[src/rtl/core/fic_pkg.sv]
// Package for the frame interval classifier: field widths, register indexes,
// result codes and the transaction types shared by the core modules.
// Depends on nothing.
package fic_pkg;

    localparam int FRAME_BITS = 24;
    localparam int RATE_W     = 16;
    localparam int MODE_W     = 2;
    localparam int DIR_W      = 2;
    localparam int SEC_W      = 24;
    localparam int DEV_W      = 4;
    localparam int CLASS_W    = 2;
    localparam int CFG_IDX_W  = 2;

    // Product gap * denominator, then times 30 (below 32, so five more bits).
    localparam int PROD_W = FRAME_BITS + RATE_W;
    localparam int DIVD_W = PROD_W + 5;
    // Scaled gap plus the rounding bias.
    localparam int SCL_W  = DIVD_W + 1;

    // Division by 30 retires D30_STEP quotient bits per stage.
    localparam int SEC_DIV    = 30;
    localparam int REM30_W    = 5;
    localparam int D30_STEP   = 3;
    localparam int D30_STAGES = (SCL_W + D30_STEP - 1) / D30_STEP;
    localparam int D30_W      = D30_STAGES * D30_STEP;

    // Seconds below this width cover every value that can be classified.
    localparam int SHORT_W = 7;

    localparam logic [RATE_W-1:0] FAST_NUM   = RATE_W'(30000);
    localparam logic [RATE_W-1:0] FAST_DEN   = RATE_W'(1001);
    localparam logic [RATE_W-1:0] FAST_DIV   = RATE_W'(1000);
    localparam logic [RATE_W-1:0] RESET_NUM  = RATE_W'(30000);
    localparam logic [RATE_W-1:0] RESET_DEN  = RATE_W'(1001);
    localparam int                FAST_BIAS  = 140;
    localparam int                HALF_STEP  = 15;
    localparam int                SEC_LIMIT  = 120;
    localparam logic [SEC_W-1:0]  SEC_MAX    = {SEC_W{1'b1}};

    localparam logic [CFG_IDX_W-1:0] CFG_RATE_NUM = 2'd0;
    localparam logic [CFG_IDX_W-1:0] CFG_RATE_DEN = 2'd1;
    localparam logic [CFG_IDX_W-1:0] CFG_JUDGE    = 2'd2;

    localparam logic [MODE_W-1:0] JUDGE_LOOSE  = 2'd0;
    localparam logic [MODE_W-1:0] JUDGE_SELECT = 2'd1;

    localparam logic [DIR_W-1:0] DIR_NONE = 2'b00;
    localparam logic [DIR_W-1:0] DIR_FWD  = 2'b01;
    localparam logic [DIR_W-1:0] DIR_BACK = 2'b11;

    localparam logic [CLASS_W-1:0] CLASS_NONE     = 2'd0;
    localparam logic [CLASS_W-1:0] CLASS_SECONDS  = 2'd1;
    localparam logic [CLASS_W-1:0] CLASS_STANDARD = 2'd2;

    typedef struct packed {
        logic [FRAME_BITS-1:0] from_frame;
        logic [FRAME_BITS-1:0] to_frame;
    } item_in_t;

    typedef struct packed {
        logic signed [DIR_W-1:0] direction;
        logic [SEC_W-1:0]        whole_seconds;
        logic [DEV_W-1:0]        deviation_frames;
        logic [CLASS_W-1:0]      interval_class;
    } item_out_t;

    // Data that rides along the scaling divider.
    typedef struct packed {
        logic [DIR_W-1:0]      direction;
        logic [FRAME_BITS-1:0] gap;
    } fic_side_t;

    // What the seconds divider hands back.
    typedef struct packed {
        logic [DIR_W-1:0]   direction;
        logic [D30_W-1:0]   seconds;
        logic [REM30_W-1:0] remainder;
    } fic_sec_t;

endpackage

[src/rtl/core/fic_scale_div.sv]
// Pipelined restoring divider for the scaled frame gap, one quotient bit per
// stage. Depends on fic_pkg.
module fic_scale_div (
    input  logic                       clk,
    input  logic                       rst_n,
    input  logic                       in_valid,
    input  fic_pkg::fic_side_t         in_side,
    input  logic [fic_pkg::DIVD_W-1:0] in_dividend,
    input  logic [fic_pkg::RATE_W-1:0] divisor,
    output logic                       out_valid,
    output fic_pkg::fic_side_t         out_side,
    output logic [fic_pkg::DIVD_W-1:0] out_quotient
);
    import fic_pkg::*;

    logic              valid_reg [DIVD_W];
    fic_side_t         side_reg  [DIVD_W];
    logic [DIVD_W-1:0] work_reg  [DIVD_W];
    // The last stage keeps no remainder.
    logic [RATE_W-1:0] rem_reg   [DIVD_W-1];

    generate
        for (genvar k = 0; k < DIVD_W; k++) begin : g_stage
            logic              valid_in;
            fic_side_t         side_in;
            logic [RATE_W-1:0] rem_in;
            logic [DIVD_W-1:0] work_in;
            logic [RATE_W:0]   trial;
            logic              take;
            logic [DIVD_W-1:0] work_next;

            if (k == 0) begin : g_first
                assign valid_in = in_valid;
                assign side_in  = in_side;
                assign rem_in   = '0;
                assign work_in  = in_dividend;
            end else begin : g_later
                assign valid_in = valid_reg[k-1];
                assign side_in  = side_reg[k-1];
                assign rem_in   = rem_reg[k-1];
                assign work_in  = work_reg[k-1];
            end

            // Dividend bits leave at the top while quotient bits enter below.
            assign trial     = {rem_in, work_in[DIVD_W-1]};
            assign take      = trial >= {1'b0, divisor};
            assign work_next = {work_in[DIVD_W-2:0], take};

            always_ff @(posedge clk or negedge rst_n)
            begin
                if (!rst_n)
                begin
                    valid_reg[k] <= 1'b0;
                end
                else
                begin
                    valid_reg[k] <= valid_in;
                end
            end

            always_ff @(posedge clk)
            begin
                side_reg[k] <= side_in;
                work_reg[k] <= work_next;
            end

            if (k < DIVD_W - 1) begin : g_rem
                logic [RATE_W-1:0] diff;
                logic [RATE_W-1:0] rem_next;

                // The trial value stays below twice the divisor, so the
                // difference fits in the remainder width.
                assign diff     = trial[RATE_W-1:0] - divisor;
                assign rem_next = take ? diff : trial[RATE_W-1:0];

                always_ff @(posedge clk)
                begin
                    rem_reg[k] <= rem_next;
                end
            end
        end
    endgenerate

    assign out_valid    = valid_reg[DIVD_W-1];
    assign out_side     = side_reg[DIVD_W-1];
    assign out_quotient = work_reg[DIVD_W-1];

endmodule

[config.mk]
export PLATFORM = sky130hd
export DESIGN_NAME = fic_scale_div
export DESIGN_NICKNAME = d
export VERILOG_FILES = /design/src/rtl/core/fic_pkg.sv /design/src/rtl/core/fic_scale_div.sv
export SDC_FILE = /design/constraint.sdc
export NUM_CORES = 2
export LEC_CHECK = 0
export ABC_AREA = 0
export BUFFER_PORTS_ARGS = -buffer_cell sky130_fd_sc_hd__buf_2
export CAP_MARGIN = 20
export CORE_MARGIN = 2
export CORE_UTILIZATION = 28
export CTS_CLUSTER_SIZE = 14
export DETAILED_ROUTE_END_ITERATION = 8
export PLACE_DENSITY_LB_ADDON = 0.3
export SYNTH_ARGS = -nofsm -noshare
export SYNTH_HDL_FRONTEND = slang
export SYNTH_SLANG_ARGS = --single-unit
[constraint.sdc]
create_clock -name clk -period 5.6 [get_ports clk]
set_clock_uncertainty 0.15 [all_clocks]
set_input_delay 0.28 -clock clk [delete_from_list [all_inputs] [get_ports clk]]
set_output_delay 0.28 -clock clk [all_outputs]
set_load 0.02 [all_outputs]
==> results.toml <==
[status]
outcome = "complete, no violations"

[power_and_ir_drop]
p_total_mw = 85.31
p_int_mw = 60.80
p_clk_frac = 0.330
cellLeakagePower_nw = 59.98
p_comb_frac = 0.254
peakVddDrop_v = 0.0002666
p_sw_frac = 0.2873
p_sw_mw = 24.51
pwr_density_cell_nw_per_um2 = 600.6
pwr-share-seq = 0.416

[floorplanning]
rows = 238
start_util = 0.2807
boundaryPins = 162
die_w_um = 652.3
dieArea_um2 = 425500
core_area_um2 = 419300
die-height_um = 652.3

[placed_design]
hpwlAfterDp_mm = 145.7
place.port_buffers = 161
place_area_um2 = 126000
place_ws_ns = 1.016
dpl.cell_count = 14904
globalplace.congestion = 0.8189

[final_layout]
nNetsFinal = 10791
largest_reg_flops = 2025
layout.cells.non_filler = 15815
layout-drive-gt1-share = 0.1377
design_area_um2 = 142000
area_growth_pct = 20.69

[clock_tree]
clock_latency_ns = 0.97
htreeDepth = 5
clk_pin_slew_worst_paths_ns = 0.06
clockRootBuffer = "clkbuf_16"
clockBufferDepth = 4
cts_tree = "built"
cts_buffers = 406
cts.sinks = 3944

[detailed_routing]
via_per_inst = 4.098
drc = 0
drt_wl_total_mm = 217.9
initialDrtViolationCount = 2896
ant_nets = 0
dr.pass1.iters = 5
num_vias = 64807
post_drt_wl_per_cell_um = 13.78

[sta]
fin_ws_ns = 1.464
setup_tns_ns = 0
rsz0062_at_grt = "false"
timing.fmax_mhz = 241.8
relSlewSlack = 0.2481
finalHoldViolCount = 0
setup_viol = 0
final.period_utilization = 0.7386
finalCriticalPeriod_ns = 4.136
tightestPinTransition_ns = 1.128
final-max-slew-violation-count = 0

[synth]
synth_edf_count = 0
synth_ff_type = "dfxtp_1"
synth.distinct_cells = 94
synth_top_cell_area_share = 0.6633
yosysSeqAreaShare = 0.6728
yosysWarningCount = 0
syn_inst = 9226
async_reset_ff_frac = 0.01141
synth_area_um2 = 117700
yosysMostFrequentCell = "dfxtp_1"
syn_area_per_cell_um2 = 12.76
synth_common_cells = "dfxtp_1 (3899), ha_1 (706), nor2_1 (513)"
synth-seq-cells = 3944
synthTopCellsByArea = "dfxtp_1 (66%), ha_1 (7.5%), mux2_2 (3.6%), xnor2_1 (2.6%), a21oi_1 (2.1%)"
synth_top_cell_by_area = "dfxtp_1"
synthesis.nets = 10065

[min_path]
hold_path_class = "reg2reg"

[critical_path]
slowest_delay_ns = 0.71
worstSetupPathType = "in2reg"
cpMostUsedCell = "buf_4"
critPathLaunchType = "primary input"
crit_path_cell_trace = "dlygate4sd3_1 > buf_4 > inv_2 > buf_4 > ha_1 > nor2b_1 > o31a_1 > o31ai_1 > a211oi_1 > o21a_1 > o311ai_1 > nand2_1 > a211oi_4 > mux2_2"
endpoint_kind = "flip-flop"
critPathTopFamily = "compound AO/OA/AOI/OAI gates"
crit_buf_inv = 4
cp.required_ns = 6.27
critical_path.max_fanout = 16
crit_path_top_delay_cell = "a211oi_4"
critPathArrivalTime_ns = 4.81

[grt]
grt_overflow = 0
grt_usage = 0.1003
grt_max_degree = 46
grt_pass1_wl_mm = 344.7
grt_pass1_vias = 63537
antenna_found_initial = 16

[flow_run]
maxCapViolCount = 0
## per-layer routing
layer,GRT usage,part of all wire,routed length (µm),up-vias
met4,0.03273,0.028,6189,4
li1,-,-,-,33421
met2,0.1613,0.44,96440,1062
met1,0.1342,0.48,105000,29893
met3,0.02029,0.047,10220,427
met5,0,0.00011,23,-
## worst paths after layout
check                                    startpoint                        endpoint  slack [ns]  depth (start not counted)
setup / recovery                         divisor[1]           rem_reg[4][8]$_DFF_P_        1.46                         14
hold / removal             work_reg[2][212]$_DFF_P_        work_reg[2][258]$_DFF_P_        0.12                          0
setup reg to reg             rem_reg[3][48]$_DFF_P_           rem_reg[4][8]$_DFF_P_        1.86                         10
hold reg to reg            work_reg[2][212]$_DFF_P_        work_reg[2][258]$_DFF_P_        0.12                          0
max in group asynchronous                     rst_n  g_stage[44].valid_in$_DFF_PN0_        4.81                          4
min in group asynchronous                     rst_n   g_stage[6].valid_in$_DFF_PN0_        0.28                          4
## cell type report
type	instances	area (µm²)
fill	41151	277300
sequential	3944	79180
multi-input combinational	4910	37180
clock buffer	561	11680
tap	5520	6907
timing repair buffer	415	3271
clock inverter	186	2769
inverter	275	1035
antenna	4	10.01
## placed cells by master, fill, tap and decap left out, types with 85 or more instances in the layout
cell type / n
a21o_1: 158
a21oi_1: 490
buf_2: 160
clkbuf_16: 410
clkbuf_8: 85
dfxtp_1: 3899
dlygate4sd3_1: 159
ha_1: 706
inv_1: 260
mux2_2: 381
nand2_1: 361
nand3_1: 101
nand4_1: 88
nor2_1: 513
nor2b_1: 126
nor3_1: 122
o21a_1: 99
o21ai_0: 382
xnor2_1: 345
xor2_1: 153
## kinds of logic after synthesis
logic type	synth area share
compound gates	0.08790
xor+xnor	0.03706
fa+ha+maj	0.08238
buf+inv	0.01227
flops	0.6728
mux	0.04271
simple gates	0.06485
## metrics by stage
| stage | utilization | hold WS, ns |
|---|---|---|
| 3_5_place_dp | 0.3004 | 0.1621 |
| 5_1_grt | 0.3387 | 0.1194 |
| 4_1_cts | 0.3387 | 0.06202 |
| 6_report | 0.3387 | 0.1208 |
| 3_3_place_gp | 0.3004 | 0.1595 |
| 2_1_floorplan | - | -0.1656 |
## worst register-to-register path, delay by kind of cell (launching register included)
kind	cells	cell delay [ns]
AO/OA/AOI/OAI	6	2.12
multiplexers	1	0.43
flip-flops	1	0.32
adder cells (fa/ha/maj)	1	0.30
AND/OR/NAND/NOR	2	0.29
## power groups by stage
stage	Sequential [mW]	Combinational [mW]	Clock (mW)
global placement	36.3	21.3	0
finish	35.5	21.6	28.1
floorplan	35.2	17.3	0
global route	36.1	24.4	30.5
CTS	35.6	21.7	29.3
detailed placement	36.2	21.4	0
## what timing repair did
action                                  CTS  global route
hold buffers                            160             0
endpoints found under the setup margin    0             0
endpoints found under the hold margin   154             0
setup buffers                             0             0
gates resized for setup                   0             0
Note: power is estimated with default switching activity, not from simulation.
