===== src/rtl/core/fic_pkg.sv =====
// Package for the frame interval classifier: field widths, register indexes,
// result codes and the transaction types shared by the core modules.
// Depends on nothing.
package fic_pkg;

    localparam int FRAME_BITS = 24;
    localparam int RATE_W     = 16;
    localparam int MODE_W     = 2;
    localparam int DIR_W      = 2;
    localparam int SEC_W      = 24;
    localparam int DEV_W      = 4;
    localparam int CLASS_W    = 2;
    localparam int CFG_IDX_W  = 2;

    // Product gap * denominator, then times 30 (below 32, so five more bits).
    localparam int PROD_W = FRAME_BITS + RATE_W;
    localparam int DIVD_W = PROD_W + 5;
    // Scaled gap plus the rounding bias.
    localparam int SCL_W  = DIVD_W + 1;

    // Division by 30 retires D30_STEP quotient bits per stage.
    localparam int SEC_DIV    = 30;
    localparam int REM30_W    = 5;
    localparam int D30_STEP   = 3;
    localparam int D30_STAGES = (SCL_W + D30_STEP - 1) / D30_STEP;
    localparam int D30_W      = D30_STAGES * D30_STEP;

    // Seconds below this width cover every value that can be classified.
    localparam int SHORT_W = 7;

    localparam logic [RATE_W-1:0] FAST_NUM   = RATE_W'(30000);
    localparam logic [RATE_W-1:0] FAST_DEN   = RATE_W'(1001);
    localparam logic [RATE_W-1:0] FAST_DIV   = RATE_W'(1000);
    localparam logic [RATE_W-1:0] RESET_NUM  = RATE_W'(30000);
    localparam logic [RATE_W-1:0] RESET_DEN  = RATE_W'(1001);
    localparam int                FAST_BIAS  = 140;
    localparam int                HALF_STEP  = 15;
    localparam int                SEC_LIMIT  = 120;
    localparam logic [SEC_W-1:0]  SEC_MAX    = {SEC_W{1'b1}};

    localparam logic [CFG_IDX_W-1:0] CFG_RATE_NUM = 2'd0;
    localparam logic [CFG_IDX_W-1:0] CFG_RATE_DEN = 2'd1;
    localparam logic [CFG_IDX_W-1:0] CFG_JUDGE    = 2'd2;

    localparam logic [MODE_W-1:0] JUDGE_LOOSE  = 2'd0;
    localparam logic [MODE_W-1:0] JUDGE_SELECT = 2'd1;

    localparam logic [DIR_W-1:0] DIR_NONE = 2'b00;
    localparam logic [DIR_W-1:0] DIR_FWD  = 2'b01;
    localparam logic [DIR_W-1:0] DIR_BACK = 2'b11;

    localparam logic [CLASS_W-1:0] CLASS_NONE     = 2'd0;
    localparam logic [CLASS_W-1:0] CLASS_SECONDS  = 2'd1;
    localparam logic [CLASS_W-1:0] CLASS_STANDARD = 2'd2;

    typedef struct packed {
        logic [FRAME_BITS-1:0] from_frame;
        logic [FRAME_BITS-1:0] to_frame;
    } item_in_t;

    typedef struct packed {
        logic signed [DIR_W-1:0] direction;
        logic [SEC_W-1:0]        whole_seconds;
        logic [DEV_W-1:0]        deviation_frames;
        logic [CLASS_W-1:0]      interval_class;
    } item_out_t;

    // Data that rides along the scaling divider.
    typedef struct packed {
        logic [DIR_W-1:0]      direction;
        logic [FRAME_BITS-1:0] gap;
    } fic_side_t;

    // What the seconds divider hands back.
    typedef struct packed {
        logic [DIR_W-1:0]   direction;
        logic [D30_W-1:0]   seconds;
        logic [REM30_W-1:0] remainder;
    } fic_sec_t;

endpackage


===== src/rtl/core/fic_sec_div.sv =====
// Pipelined division of the biased scaled gap by 30, several quotient bits
// per stage, giving whole seconds and the remainder. Depends on fic_pkg.
module fic_sec_div (
    input  logic                      clk,
    input  logic                      rst_n,
    input  logic                      in_valid,
    input  logic [fic_pkg::DIR_W-1:0] in_dir,
    input  logic [fic_pkg::SCL_W-1:0] in_value,
    output logic                      out_valid,
    output fic_pkg::fic_sec_t         out_sec
);
    import fic_pkg::*;

    logic               valid_reg [D30_STAGES];
    logic [DIR_W-1:0]   dir_reg   [D30_STAGES];
    logic [REM30_W-1:0] rem_reg   [D30_STAGES];
    logic [D30_W-1:0]   work_reg  [D30_STAGES];

    generate
        for (genvar k = 0; k < D30_STAGES; k++) begin : g_stage
            logic               valid_in;
            logic [DIR_W-1:0]   dir_in;
            logic [REM30_W-1:0] rem_in;
            logic [D30_W-1:0]   work_in;
            logic [REM30_W-1:0] rem_next;
            logic [D30_STEP-1:0] qbits;
            logic [D30_W-1:0]   work_next;

            if (k == 0) begin : g_first
                assign valid_in = in_valid;
                assign dir_in   = in_dir;
                assign rem_in   = '0;
                assign work_in  = D30_W'(in_value);
            end else begin : g_later
                assign valid_in = valid_reg[k-1];
                assign dir_in   = dir_reg[k-1];
                assign rem_in   = rem_reg[k-1];
                assign work_in  = work_reg[k-1];
            end

            always_comb
            begin
                logic [REM30_W:0]   trial;
                logic [REM30_W-1:0] rem_v;
                rem_v = rem_in;
                qbits = '0;
                for (int j = 0; j < D30_STEP; j++)
                begin
                    trial = {rem_v, work_in[D30_W-1-j]};
                    if (trial >= (REM30_W+1)'(SEC_DIV))
                    begin
                        qbits[D30_STEP-1-j] = 1'b1;
                        rem_v = REM30_W'(trial - (REM30_W+1)'(SEC_DIV));
                    end
                    else
                    begin
                        rem_v = trial[REM30_W-1:0];
                    end
                end
                rem_next = rem_v;
            end

            assign work_next = {work_in[D30_W-D30_STEP-1:0], qbits};

            always_ff @(posedge clk or negedge rst_n)
            begin
                if (!rst_n)
                begin
                    valid_reg[k] <= 1'b0;
                end
                else
                begin
                    valid_reg[k] <= valid_in;
                end
            end

            always_ff @(posedge clk)
            begin
                dir_reg[k]  <= dir_in;
                rem_reg[k]  <= rem_next;
                work_reg[k] <= work_next;
            end
        end
    endgenerate

    assign out_valid         = valid_reg[D30_STAGES-1];
    assign out_sec.direction = dir_reg[D30_STAGES-1];
    assign out_sec.seconds   = work_reg[D30_STAGES-1];
    assign out_sec.remainder = rem_reg[D30_STAGES-1];

endmodule


===== config.mk =====
export PLATFORM = sky130hd
export DESIGN_NAME = fic_sec_div
export DESIGN_NICKNAME = d
export VERILOG_FILES = /design/src/rtl/core/fic_pkg.sv /design/src/rtl/core/fic_sec_div.sv
export SDC_FILE = /design/constraint.sdc
export NUM_CORES = 1
export LEC_CHECK = 0
export BUFFER_PORTS_ARGS = -buffer_cell sky130_fd_sc_hd__buf_2
export CORE_UTILIZATION = 50
export CTS_CLUSTER_SIZE = 12
export DETAILED_ROUTE_END_ITERATION = 6
export HOLD_SLACK_MARGIN = 0.06
export MAX_ROUTING_LAYER = met4
export PLACE_DENSITY = 0.67
export SETUP_SLACK_MARGIN = 0.4
export SKIP_LAST_GASP = 1
export SLEW_MARGIN = 20
export SYNTH_ARGS = -nofsm -noshare
export SYNTH_HDL_FRONTEND = slang
export SYNTH_SLANG_ARGS = --single-unit

===== constraint.sdc =====
create_clock -name clk -period 3.8 [get_ports clk]
set_input_delay 0 -clock clk [delete_from_list [all_inputs] [get_ports clk]]
set_output_delay 0 -clock clk [all_outputs]
set_load 0.005 [all_outputs]

==> results of run 1 <==
stage by stage:
stage	utilization, %	hold slack (ns)	area, um2
global placement	52.5	-0.0871	23200
floorplan	-	-0.296	22300
detailed placement	52.5	-0.0823	23200
CTS	60.2	0.317	26500
global route	60.2	0.320	26500
finish	60.2	0.314	26500
power groups by stage:
stage               combinational (mW)  clock [mW]  sequential, mW
floorplan                         4.69           0            11.0
global placement                  4.76           0            11.6
detailed placement                4.94           0            11.7
CTS                               5.06        7.36            11.5
global route                      5.70        7.70            11.8
finish                            5.05        7.09            11.5
logic make-up after synthesis:
| group | after synthesis |
|---|---|
| flops | 798 |
| simple gates | 281 |
| compound gates | 340 |
| xor+xnor | 28 |
| mux | 44 |
| fa+ha+maj | 42 |
| buf+inv | 122 |
| other cells | 1 |
layout make-up:
cell class	count	area share, %
multi-input cells	741	21.3
inverters	62	0.877
flip-flops and latches	798	60.5
well taps	592	2.79
repair buffers	200	5.66
clock inverters	16	0.768
clock buffers	97	8.13
cell usage after synthesis (all sizes together) (14+ instances only):
master	number	area, um2
o32a	23	230
nand3b	18	135
a31oi	21	268
mux2	17	206
xnor2	27	236
dfxtp	782	15700
inv	62	233
nor3	15	80.1
nand4	22	138
o21ai	80	400
nand3	53	280
nand2b	28	183
ha	42	526
dfrtp	16	400
nor2b	20	125
nor2	15	56.3
mux2i	27	333
o211ai	52	390
a21oi	45	229
buf	60	403
o221ai	14	185
nand2	46	173
o31ai	24	245
o22ai	14	169
layer usage:
| metal | global-route usage [%] | vias up | part of all wire, % |
|---|---|---|---|
| li1 | - | 6241 | - |
| met1 | 15.5 | 5568 | 45 |
| met2 | 22.0 | 191 | 48 |
| met3 | 4.19 | 87 | 4.6 |
| met4 | 6.43 | 0 | 3.2 |
| met5 | - | - | 0 |
worst max-delay path, stage by stage (launching register included):
cell,delay (ns)
dfxtp_1,0.58
and2b_1,0.25
a21o_2,0.22
ha_1,0.29
inv_1,0.05
o211ai_1,0.16
and3_1,0.19
nor2b_1,0.27
nand2_1,0.13
o31a_1,0.30
how the worst max path moves through the flow:
stage / cells past startpoint / to / from / slack [ns]
global placement: 9 / rem_reg[1][22] / rem_reg[1][19] / 1.42
finish: 9 / rem_reg[1][22] / rem_reg[1][19] / 1.24
detailed placement: 9 / rem_reg[1][22] / rem_reg[1][19] / 1.28
floorplan: 10 / rem_reg[1][22] / rem_reg[1][16] / 1.67
CTS: 9 / rem_reg[1][22] / rem_reg[1][19] / 1.26
global route: 9 / rem_reg[1][22] / rem_reg[1][19] / 1.08
what timing repair did:
action / in CTS / in global routing
hold endpoints to repair: 65 / 0
hold buffers: 100 / 0
setup buffers: 0 / 0
==> flow_metrics.py, run 1 <==
metrics = {
    "setup_path": {
        "critPathKind": "register to register",
        "r2r_end": "rem_reg[1][22]",
        "critPathLaunchType": "register",
        "crit_fanout": 11,
        "endpoint_kind": "register",
        "reg2reg_depth": 9,
        "r2r_setup_slack_ns": 1.24,
        "r2r_start": "rem_reg[1][19]",
        "required_ns": 4.28,
        "worstPathArrival_ns": 3.04,
    },
    "cells_and_area": {
        "largest_reg_flops": 675,
        "fillers": 3466,
        "finalNetCount": 1976,
        "syn2layout_area_growth_pct": 18.9,
        "drive_gt1_share_pct": 16.0,
        "mostFrequentLayoutCell": "dfxtp_1",
        "final_cells": 2506,
        "multi_input_area_um2": 5650,
        "layout.cells.most_common_list": "782 x dfxtp_1, 100 x dlygate4sd3_1, 100 x buf_2",
        "regArea_um2": 16100,
        "antennaDiodeCount": 0,
    },
    "grt": {
        "overflow": 0,
        "grt_pass1_vias": 11401,
        "grt_max_degree": 17,
        "track_usage_pct": 13.7,
        "antenna_found_initial": 0,
        "grt_pass1_wl_mm": 49.9,
    },
    "pwr": {
        "power_mw": 23.7,
        "peakVddDrop_uv": 498,
        "power_frac_comb_pct": 21.3,
        "leakage_nw": 11.0,
        "p_seq_share_pct": 48.7,
        "power_density_nw_per_um2": 892,
        "clkPwrFrac_pct": 30.0,
        "cellInternalPower_mw": 17.0,
        "p_switching_mw": 6.68,
        "swShare_pct": 28.2,
    },
    "synthesis": {
        "synthMuxAreaShare_pct": 2.42,
        "ys_ff_latch": 798,
        "synth_warnings": 0,
        "synth_edf_count": 0,
        "ys_types": 65,
        "ys_seq_area_share_pct": 71.9,
        "synth-compound-area-share_pct": 12.1,
        "yosys.area_share.simple_pct": 7.23,
        "synth_xor_area_share_pct": 1.10,
        "syn_area_per_cell_um2": 13.5,
        "async_reset_ff_share_pct": 2.01,
        "syn_inst": 1656,
        "synth_area_um2": 22300,
        "synth_adder_area_share_pct": 2.35,
        "ys.flop_type": "dfxtp_1",
        "synth_top_family_by_area": "compound AO/OA/AOI/OAI gates",
    },
    "timing": {
        "finalWorstPathRequiredPeriod_ns": 2.56,
        "setup_violations": 0,
        "relSlewSlack_pct": 57.0,
        "max_freq_ghz": 0.391,
        "hold_viol_final": 0,
        "setup_ws_ns": 1.24,
        "fin_setup_tns_ns": 0,
        "fin_skew_ns": 0.0102,
        "rsz0062_at_grt": "no",
        "tightest_slew_ns": 0.643,
        "slew_viol_final": 0,
        "timing.final.crit_share_pct": 67.4,
    },
    "die": {
        "core_region_area_um2": 44100,
        "die_h_um": 213,
        "ios": 107,
        "die_x_um": 213,
        "rows": 77,
        "initial_core_util_pct": 50.6,
        "die_area_um2": 45500,
    },
    "clocking": {
        "tritoncts": "done",
        "clock_latency_ns": 0.60,
        "clock_tree.htree_level_count": 3,
        "path_clk_slew_ns": 0.06,
        "cts.repair.resized": 0,
        "cts_buffers": 80,
        "cts.sink_count": 798,
        "clockRootBuffer": "clkbuf_16",
        "clock_path_buffers": 3,
    },
    "placed_design": {
        "dpl.hpwl_mm": 17.1,
        "pre_cts_ws_ns": 1.28,
        "dp_cells": 2293,
        "gp_congestion": 0.855,
        "port_buffers": 100,
    },
    "routing": {
        "vias_per_cell": 4.82,
        "drt-pass1-iter-count": 4,
        "drc": 0,
        "drtAntennaViolNets": 0,
        "first_iter_violations": 644,
        "num_vias": 12087,
        "wire_per_inst_um": 11.8,
        "drt_wl_total_mm": 29.5,
    },
    "hold_path": {
        "hold_start": "work_reg[1][257]",
        "min_path_type": "register to register",
        "hold-path-endpoint": "work_reg[1][308]",
        "holdPathStages": 0,
    },
    "run": {
        "maxCapViolations": 0,
    },
    "status": {
        "status": "finished, final reports clean",
    },
}
(Power assumes the default switching activity.)
==> run 2: changes to the inputs <==
Clock period 3.8 ns to 2.5 ns, I/O delays scaled along.
==> run 2 against run 1 <==
Against the previous run: combinational power increased by 82%; worst hold slack got worse by 0.0024 ns; wire length increased by 4.0%; clock power increased by 50%; via count increased by 2.6%; core utilization increased by 2.2 points; largest cell class unchanged; final area increased by 3.7%; worst setup slack got worse by 0.84 ns; die area unchanged; register-to-register slack got worse by 0.84 ns; clock skew increased by 0.0098 ns.
==> flow_metrics.py, run 2 (synthesized netlist as in run 1, its figures left out) <==
metrics = {
    "setup_path": {
        "r2r_setup_slack_ns": 0.40,
        "critPathLaunchType": "register",
        "crit_start": "rem_reg[1][19]",
        "required_ns": 2.98,
        "r2r_end": "rem_reg[1][22]",
        "critPathKind": "register to register",
        "worstPathArrival_ns": 2.58,
        "reg2reg_depth": 9,
        "crit_fanout": 5,
        "r2r_start": "rem_reg[1][19]",
        "endpoint_kind": "register",
    },
    "clocking": {
        "cts.sink_count": 798,
        "cts_buffers": 80,
        "clockRootBuffer": "clkbuf_16",
        "tritoncts": "done",
        "clock_latency_ns": 0.61,
        "clock_tree.htree_level_count": 3,
        "path_clk_slew_ns": 0.06,
        "clock_path_buffers": 3,
    },
    "grt": {
        "grt_pass1_vias": 11362,
        "track_usage_pct": 13.6,
        "antenna_found_initial": 0,
        "grt_max_degree": 17,
        "overflow": 0,
        "grt_pass1_wl_mm": 49.7,
    },
    "cells_and_area": {
        "syn2layout_area_growth_pct": 23.3,
        "utilization_pct": 62.4,
        "antennaDiodeCount": 0,
        "post-route-cell-area_um2": 27500,
        "layout.cells.most_common_list": "720 x dfxtp_1, 100 x dlygate4sd3_1, 100 x buf_2",
        "finalNetCount": 2023,
        "drive_gt1_share_pct": 24.3,
        "largest_reg_flops": 675,
        "final_cells": 2553,
        "mostFrequentLayoutCell": "dfxtp_1",
    },
    "die": {
        "die_area_um2": 45500,
        "core_region_area_um2": 44100,
        "rows": 77,
        "ios": 107,
        "die_x_um": 213,
        "die_h_um": 213,
        "initial_core_util_pct": 50.6,
    },
    "timing": {
        "relSlewSlack_pct": 51.2,
        "max_freq_ghz": 0.476,
        "slew_viol_final": 0,
        "tightest_slew_ns": 0.729,
        "hold_viol_final": 0,
        "timing.final.crit_share_pct": 84.0,
        "worst_hold_slack_ns": 0.311,
        "fin_skew_ns": 0.0199,
        "finalWorstPathRequiredPeriod_ns": 2.10,
        "fin_setup_tns_ns": 0,
        "setup_ws_ns": 0.401,
        "rsz0062_at_grt": "yes",
        "setup_violations": 0,
    },
    "pwr": {
        "power_mw": 37.3,
        "leakage_nw": 11.3,
        "peakVddDrop_uv": 713,
        "power_density_nw_per_um2": 1360,
    },
    "hold_path": {
        "holdPathStages": 0,
        "min_path_type": "register to register",
        "hold_start": "work_reg[0][280]",
        "hold-path-endpoint": "work_reg[0][331]",
    },
    "placed_design": {
        "dpl.hpwl_mm": 17.6,
        "gp_congestion": 0.829,
        "place_area_um2": 23200,
        "dp_cells": 2297,
        "pre_cts_ws_ns": 0.183,
        "port_buffers": 100,
    },
    "routing": {
        "wire_per_inst_um": 12.0,
        "first_iter_violations": 617,
        "vias_per_cell": 4.86,
        "drc": 0,
        "drtAntennaViolNets": 0,
        "drt-pass1-iter-count": 5,
        "num_vias": 12401,
        "drt_wl_total_mm": 30.7,
    },
    "run": {
        "maxCapViolations": 0,
    },
    "status": {
        "status": "finished, final reports clean",
    },
}
run 2: cell count changes in the layout (fill, tap and decap cells not counted), sizes merged:
cell / previous run / this run
clkinvlp: 0 / 1
buf: 100 / 147
clkinv: 9 / 8
bufinv: 3 / 2
inv: 66 / 67
run 2: final cells by class:
class,count,area [um2]
multi-input cells,741,6120
flip-flops and latches,798,16300
clock buffers,97,2130
fillers,3298,16600
well taps,592,741
clock inverters,16,185
repair buffers,247,1850
inverters,62,233
run 2: where the power goes:
| part | switching (mW) | internal [mW] |
|---|---|---|
| registers | 1.60 | 16.0 |
| clock network | 4.36 | 6.19 |
| logic | 4.70 | 4.48 |
| total | 10.7 | 26.7 |
run 2: worst max-delay path by stage:
stage                      to  cells after the start
2_1_floorplan  rem_reg[1][22]                     10
3_3_place_gp   rem_reg[1][22]                      8
3_5_place_dp   rem_reg[1][22]                      8
4_1_cts        rem_reg[1][22]                      9
5_1_grt        rem_reg[1][22]                      9
6_report       rem_reg[1][22]                      9
run 2: timing repair:
| item | 4_1_cts | 5_1_grt |
|---|---|---|
| resized for setup | 81 | 118 |
| pin swaps | 3 | 27 |
| buffers inserted | 2 | 41 |
| setup endpoints to repair | 49 | 61 |
| endpoints found under the hold margin | 65 | 0 |
| hold buffers | 100 | 0 |
run 2: per-layer routing:
metal | global-route usage (%) | vias up | part of all wire, %
met5 | - | - | 0
met4 | 5.84 | 0 | 2.7
met3 | 4.12 | 66 | 4.4
met2 | 21.9 | 219 | 48
met1 | 15.6 | 5785 | 45
li1 | - | 6331 | -
run 2: worst max-delay path, cell delays in order, from the launching register on:
cell	delay, ns
dfxtp_4	0.36
and2b_1	0.19
a21o_2	0.24
ha_4	0.27
inv_2	0.04
a21oi_1	0.15
and3_1	0.20
nor2b_4	0.16
nand2_2	0.07
o31a_1	0.30
